## config.mk

```make
export PLATFORM = sky130hd
export DESIGN_NAME = odo_queue
export DESIGN_NICKNAME = d
export VERILOG_FILES = /design/src/rtl/differential_drive_odometry_macros.svh /design/src/rtl/odo_pkg.sv /design/src/rtl/odo_queue.sv
export SDC_FILE = /design/constraint.sdc
export NUM_CORES = 1
export LEC_CHECK = 0
export ABC_AREA = 1
export BUFFER_PORTS_ARGS = -buffer_cell sky130_fd_sc_hd__buf_2
export CAP_MARGIN = 25
export CORE_ASPECT_RATIO = 1.4
export CORE_MARGIN = 2
export CORE_UTILIZATION = 50
export DETAILED_ROUTE_END_ITERATION = 12
export GPL_ROUTABILITY_DRIVEN = 0
export PLACE_DENSITY = 0.85
export RECOVER_POWER = 25
export SYNTH_ARGS = -nofsm -noshare
export SYNTH_HDL_FRONTEND = slang
export SYNTH_SLANG_ARGS = --single-unit
export TNS_END_PERCENT = 20
```

## constraint.sdc

```tcl
create_clock -name i_clk -period 9.4 [get_ports i_clk]
set_input_delay 2.82 -clock i_clk [delete_from_list [all_inputs] [get_ports i_clk]]
set_output_delay 2.82 -clock i_clk [all_outputs]
set_load 0.01 [all_outputs]
```

## src/rtl/differential_drive_odometry_macros.svh

```systemverilog
// ----------------------------------------------------------------------------
// Differential drive odometry assertion macros
// Shared concurrent assertion forms, clocked on i_clk, off during reset.
// ----------------------------------------------------------------------------
`ifndef DIFFERENTIAL_DRIVE_ODOMETRY_MACROS_SVH
`define DIFFERENTIAL_DRIVE_ODOMETRY_MACROS_SVH

// same-cycle implication
`define ODO_ASSERT_NOW(lbl, ante, cons, msg) \
    lbl: assert property (@(posedge i_clk) disable iff (!i_rst_n) \
        (ante) |-> (cons)) else $error(msg);

// next-cycle implication
`define ODO_ASSERT_NEXT(lbl, ante, cons, msg) \
    lbl: assert property (@(posedge i_clk) disable iff (!i_rst_n) \
        (ante) |=> (cons)) else $error(msg);

`endif

```

## src/rtl/odo_pkg.sv

```systemverilog
`timescale 1ns / 1ps
// ----------------------------------------------------------------------------
// Odometry package
// Shared types, register indexes and the CORDIC arctangent table.
// ----------------------------------------------------------------------------
package odo_pkg;

    localparam int CFG_IDX_W = 3;

    localparam logic [CFG_IDX_W-1:0] CFG_GAIN_LEFT     = 3'd0;
    localparam logic [CFG_IDX_W-1:0] CFG_GAIN_RIGHT    = 3'd1;
    localparam logic [CFG_IDX_W-1:0] CFG_TURN_GAIN     = 3'd2;
    localparam logic [CFG_IDX_W-1:0] CFG_START_X       = 3'd3;
    localparam logic [CFG_IDX_W-1:0] CFG_START_Y       = 3'd4;
    localparam logic [CFG_IDX_W-1:0] CFG_START_HEADING = 3'd5;

    localparam logic [31:0] RST_GAIN_LEFT  = 32'd1717987;
    localparam logic [31:0] RST_GAIN_RIGHT = 32'd1717987;
    localparam logic [31:0] RST_TURN_GAIN  = 32'd34178264;

    localparam logic signed [33:0] CORDIC_GAIN_Q30 = 34'sd652032874;

    typedef enum logic {
        KIND_MOTOR,
        KIND_TICK
    } t_kind;

    typedef struct packed {
        t_kind              kind;
        logic signed [15:0] left;
        logic signed [15:0] right;
    } t_item;

    typedef struct packed {
        logic  valid;
        t_item item;
    } t_push;

    typedef enum logic [2:0] {
        ST_IDLE,
        ST_MUL,
        ST_SUM,
        ST_TURN,
        ST_FOLD,
        ST_ROT,
        ST_PROJ,
        ST_DONE
    } t_state;

    function automatic logic [31:0] atan_entry(input logic [4:0] idx);
        logic [31:0] r;
        case (idx)
            5'd0:  r = 32'd536870912;
            5'd1:  r = 32'd316933406;
            5'd2:  r = 32'd167458907;
            5'd3:  r = 32'd85004757;
            5'd4:  r = 32'd42667331;
            5'd5:  r = 32'd21354465;
            5'd6:  r = 32'd10679838;
            5'd7:  r = 32'd5340245;
            5'd8:  r = 32'd2670163;
            5'd9:  r = 32'd1335087;
            5'd10: r = 32'd667544;
            5'd11: r = 32'd333772;
            5'd12: r = 32'd166886;
            5'd13: r = 32'd83443;
            5'd14: r = 32'd41722;
            5'd15: r = 32'd20861;
            5'd16: r = 32'd10430;
            5'd17: r = 32'd5215;
            5'd18: r = 32'd2608;
            5'd19: r = 32'd1304;
            5'd20: r = 32'd652;
            5'd21: r = 32'd326;
            5'd22: r = 32'd163;
            5'd23: r = 32'd81;
            5'd24: r = 32'd41;
            5'd25: r = 32'd20;
            5'd26: r = 32'd10;
            5'd27: r = 32'd5;
            5'd28: r = 32'd3;
            5'd29: r = 32'd1;
            5'd30: r = 32'd1;
            default: r = 32'd0;
        endcase
        return r;
    endfunction

endpackage

```

## src/rtl/odo_queue.sv

```systemverilog
`timescale 1ns / 1ps
// ----------------------------------------------------------------------------
// Odometry work queue
// Two-entry queue between the front end and the pose engine.
// ----------------------------------------------------------------------------
module odo_queue (
    input  logic            i_clk,
    input  logic            i_rst_n,
    input  odo_pkg::t_push  i_push,
    output logic            o_full,
    input  logic            i_pop,
    output logic            o_valid,
    output odo_pkg::t_item  o_item
);

    odo_pkg::t_item r_mem [2];
    logic           r_wr;
    logic           r_rd;
    logic [1:0]     r_count;
    logic           do_push;
    logic           do_pop;

    assign o_full  = (r_count == 2'd2);
    assign o_valid = (r_count != 2'd0);
    assign o_item  = r_mem[r_rd];
    assign do_push = i_push.valid && !o_full;
    assign do_pop  = i_pop && o_valid;

    always_ff @(posedge i_clk) begin
        if (do_push) begin
            r_mem[r_wr] <= i_push.item;
        end
    end

    always_ff @(posedge i_clk) begin
        if (!i_rst_n) begin
            r_wr    <= 1'b0;
            r_rd    <= 1'b0;
            r_count <= 2'd0;
        end else begin
            if (do_push) begin
                r_wr <= !r_wr;
            end
            if (do_pop) begin
                r_rd <= !r_rd;
            end
            case ({do_push, do_pop})
                2'b10:   r_count <= r_count + 2'd1;
                2'b01:   r_count <= r_count - 2'd1;
                default: r_count <= r_count;
            endcase
        end
    end

endmodule

```

Yosys cells after proc, flatten, opt, wreduce, memory -nomap -nowiden
Memories as Yosys holds them, arrays and structs flattened. A register that Yosys moved wholly into a read port is not among the register bits.
Cells that the tools add are included.
{"block": "classes", "reduce_logical": 7, "eq_ne": 3, "addsub": 2, "muxes": 5}
{"cell": "2-bit equality test (second input constant)", "n": 2}
{"cell": "1-bit 2-to-1 mux", "n": 4}
{"cell": "2-bit one-hot mux with 2 select lines", "n": 1}
{"cell": "2-bit nonzero test", "n": 2}
{"cell": "1-bit zero test", "n": 3}
{"cell": "2-bit by 1-bit adder with 2-bit output (second input constant)", "n": 1}
{"cell": "2-bit by 1-bit equality test with 1-bit output (second input constant)", "n": 1}
{"cell": "1-bit logical AND", "n": 2}
{"cell": "2-bit by 1-bit subtractor with 2-bit output (second input constant)", "n": 1}
{"block": "totals", "memories": 1, "ramBits": 66, "output_inout_bits": 35, "wordCells": 21, "input_bits": 37, "ff_bits": 4}
{"name": "r_mem", "depth": 2, "word_bits": 33, "read_ports": 1, "rd_ports_with_merged_regs": 1, "wr": 1, "line_no": "odo_queue.sv:16", "source": "odo_pkg::t_item r_mem [2];"}

Logic depth before layout (Yosys ltp)
{"block": "depth", "word_depth": 5, "depth_mapped": 10, "ltp_nobuf": 10}

Worst setup path before layout
No wires, ideal clock.
{"block": "synth_timing", "path_kind": "input to register", "from": "input port i_push[33] in the netlist's numbering", "to": "memory r_mem[0][0] in the netlist's numbering, enable pin", "slack_ps": 4511, "arrival_ps": 4466, "t_required_ps": 8977, "path_buffers": 0, "path_stages": 4, "setup_time_ps": 423, "cell_sequence": "inv_1 nor2_1 inv_1 nor2_1"}
{"block": "synth_between", "elab_chain_cells": 3}
{"element": "start: declaration", "line_no": "odo_queue.sv:9", "source": "input odo_pkg::t_push i_push,"}
{"element": "1-bit logical AND", "line_no": "odo_queue.sv:26", "source": "assign do_push = i_push.valid && !o_full;"}
{"element": "1-bit 2-to-1 mux", "line_no": "odo_queue.sv:30", "source": "if (do_push) begin"}
{"element": "1-bit 2-to-1 mux (implied by the code)", "line_no": "odo_queue.sv:31", "source": "r_mem[r_wr] <= i_push.item;"}
{"element": "end: declaration", "line_no": "odo_queue.sv:16"}
Every way passes these cells.

==> summary.log <==
qor: outcome.run_status finished, final reports clean
qor: clock_tree.clock_tree_from_tritoncts yes
qor: critical_path.worstSetupPathType reg -> out
qor: floorplanning.placeableCoreArea 5450 um2
qor: logic_synthesis.postSynthCellCount 141
qor: critical_path.worstPathMaxFanout 21
qor: drt.detail-route-antenna-nets 0
qor: finish.antenna-diode-count 0
qor: finish.nFillCells 427
qor: drt.route.final.wire_length 4460 um
qor: pwr.vdd_ir_drop_max 0.000162 V
qor: logic_synthesis.ys_ff_latch 71
qor: floorplanning.die_y 92.3 um
qor: logic_synthesis.synth.yosys.seq_area_share 74.8%
qor: drt.first_drt_iteration_drcs 33
qor: drt.drt_pass1_iterations 4
qor: clock_tree.clkLatencyLatePin 340 ps
qor: clock_tree.cts_htree_levels 3
qor: global_route.grt_antenna_before_repair 0
qor: global_route.grt.total_usage 15.9%
qor: global_route.via_count_of_the_first_global_routing_pass 1,581
qor: clock_tree.cts_setup_buffers 0
qor: timing.rsz_0062_raised_after_global_routing no
qor: finish.leading_cell_types_in_the_layout_fill_and_taps_excluded sky130_fd_sc_hd__edfxtp_1 (66), sky130_fd_sc_hd__buf_2 (63), sky130_fd_sc_hd__mux2_4 (30), sky130_fd_sc_hd__nor2_1 (10), sky130_fd_sc_hd__clkbuf_8 (9)
qor: timing.final.min_clock_period 4480 ps
qor: finish.final_core_utilization 62.4%
qor: worst_hold_path.worstHoldPathType reg -> reg
qor: timing.max_slew.worst_pin.slew 996 ps
qor: floorplanning.initial_utilization 51.1%
qor: logic_synthesis.yosysWarnings 0
qor: drt.route.detailed.drc 0
qor: clock_tree.clkTransAtPathRegs 70 ps
qor: timing.setup_viol_count_final 0
qor: flow_run.maxCapViolations 0
qor: critical_path.worst_path_max_delay_cell sky130_fd_sc_hd__dfxtp_2
qor: placement.placed_cell_area 3170 um2
qor: placement.portBuffers 71
qor: critical_path.arrival 1660 ps
qor: logic_synthesis.synth_area_per_cell 19.7 um2
qor: drt.dr_total_vias 1,437
qor: logic_synthesis.netlist_area 2780 um2
qor: critical_path.critical_path_cell_by_cell buf_12 > mux2_4 > buf_2
qor: timing.worst_case_headroom_to_the_max_slew_limit 33.4%
qor: global_route.grt_remaining_overflow 0
qor: critical_path.critical_path.endpoint_type output pin
qor: logic_synthesis.synthesis.nets 179
qor: critical_path.worst_path_largest_cell_delay 600 ps
qor: clock_tree.tritoncts.num_buffers 9
qor: logic_synthesis.netlist-cell-type-count 16
qor: global_route.grt_start_max_net_pins 34
qor: finish.layout_commonest_cell sky130_fd_sc_hd__edfxtp_1
qor: timing.fin_max_slew_vios 0
qor: finish.final_cell_area 3400 um2
qor: drt.detail_route.vias_per_cell 4.89
qor: finish.nets 259
qor: finish.seqCellArea 2080 um2
qor: floorplanning.ios 72
qor: timing.fin_skew 8.31 ps
qor: placement.detailed_placement_hpwl 2990 um
qor: clock_tree.clock_sink_count 71
qor: floorplanning.die-area 6190 um2
qor: timing.hold-worst-slack 493 ps
qor: finish.drive_above_1_share 51.3%
qor: critical_path.timing.critical_path.required 6580 ps
qor: floorplanning.row_count 32
qor: global_route.grt_first_pass_wirelength 6950 um
qor: clock_tree.post_cts_resized 0
qor: timing.setup_total_negative_slack 0 ps
qor: pwr.p_leak 1.36 nW
qor: drt.detail_route.wl_per_cell 15.2 um
qor: timing.layout_worst_path_cycle_share 47.7%
qor: critical_path.startpoint_type flop
qor: pwr.power_density 247 nW/um2
qor: floorplanning.die_x 67.1 um
qor: clock_tree.cts-root-buf sky130_fd_sc_hd__clkbuf_8
qor: clock_tree.ctsHoldBuffers 0
qor: timing.peak_clock_frequency_supported_by_timing 0.223 GHz
qor: finish.multi_input_gate_area_in_the_final_layout 611 um2
qor: clock_tree.clockBufferDepth 2
qor: finish.syn_to_final_growth 22.2%
qor: timing.hold_viol 0
## power by group
group	internal, mW	leakage (nW)	switching (mW)
sequential	0.387	0.659	0.0182
combinational	0.0883	0.595	0.0839
clock	0.150	0.107	0.111
total	0.625	1.36	0.213
## through the flow
stage / power, mW / setup WS (ps) / instances
after global routing: 0.873 / 4850 / 294
final: 0.838 / 4920 / 294
after detailed placement: 0.585 / 4900 / 277
after CTS: 0.844 / 4580 / 293
after floorplan: 0.536 / 4510 / 141
after global placement: 0.578 / 4980 / 277
## path summary, 6_finish.rpt
| path | slack (ps) | depth (start not counted) | to | start |
|---|---|---|---|---|
| max reg2reg | 7380 | 6 | r_mem[1][21] | r_count[1] |
| min reg2reg | 490 | 2 | r_rd | r_rd |
| min | 490 | 2 | r_rd | r_rd |
| max | 4920 | 3 | o_item[28] | flop |
## flip-flops by register name, indices dropped and copies added, names as in the netlist, named ones only
name / cells
r_mem: 66
r_count: 2
r_rd: 1
r_wr: 1
## layout make-up
type / count / share of cell area [%]
Timing Repair Buffer: 73 / 11.0
Tap cell: 68 / 2.50
Clock buffer: 9 / 3.64
Multi-Input combinational cell: 59 / 18.0
Clock inverter: 7 / 2.87
Sequential cell: 71 / 61.3
Inverter: 7 / 0.773
## logic make-up after synthesis
kind of cell | Yosys count | share of synthesized area, %
multiplexers | 33 | 17.4
AO/OA/AOI/OAI | 3 | 0.629
adder cells (fa/ha/maj) | 1 | 0.450
buffers and inverters | 11 | 3.51
AND/OR/NAND/NOR | 22 | 3.19
flip-flops | 71 | 74.8
## layer usage
metal | vias to the layer above | GRT usage [%] | part of all wire [%]
li1 | 686 | - | -
met1 | 705 | 16.0 | 37
met2 | 40 | 28.5 | 57
met3 | 6 | 4.79 | 4.5
met4 | 0 | 7.48 | 1.4
met5 | - | 0 | 0
## synthesized netlist by cell type (all sizes together)
cell    number  area, um2
edfxtp      66       1980
buf          4       71.3
ha           1       12.5
nor2        12       47.6
nand2        8       30.0
dfxtp        5        100
o21a         1       7.51
a21oi        1       5.00
inv          7       26.3
nand4        1       6.26
o21ai        1       5.00
mux2        33        484
nand3        1       5.00
## critical path, delay by kind of cell, from the launching register on
kind	cells	cell delay [ps]
mux	1	320
buf+inv	2	400
flops	1	600
Power figures use the tool's default switching activity.
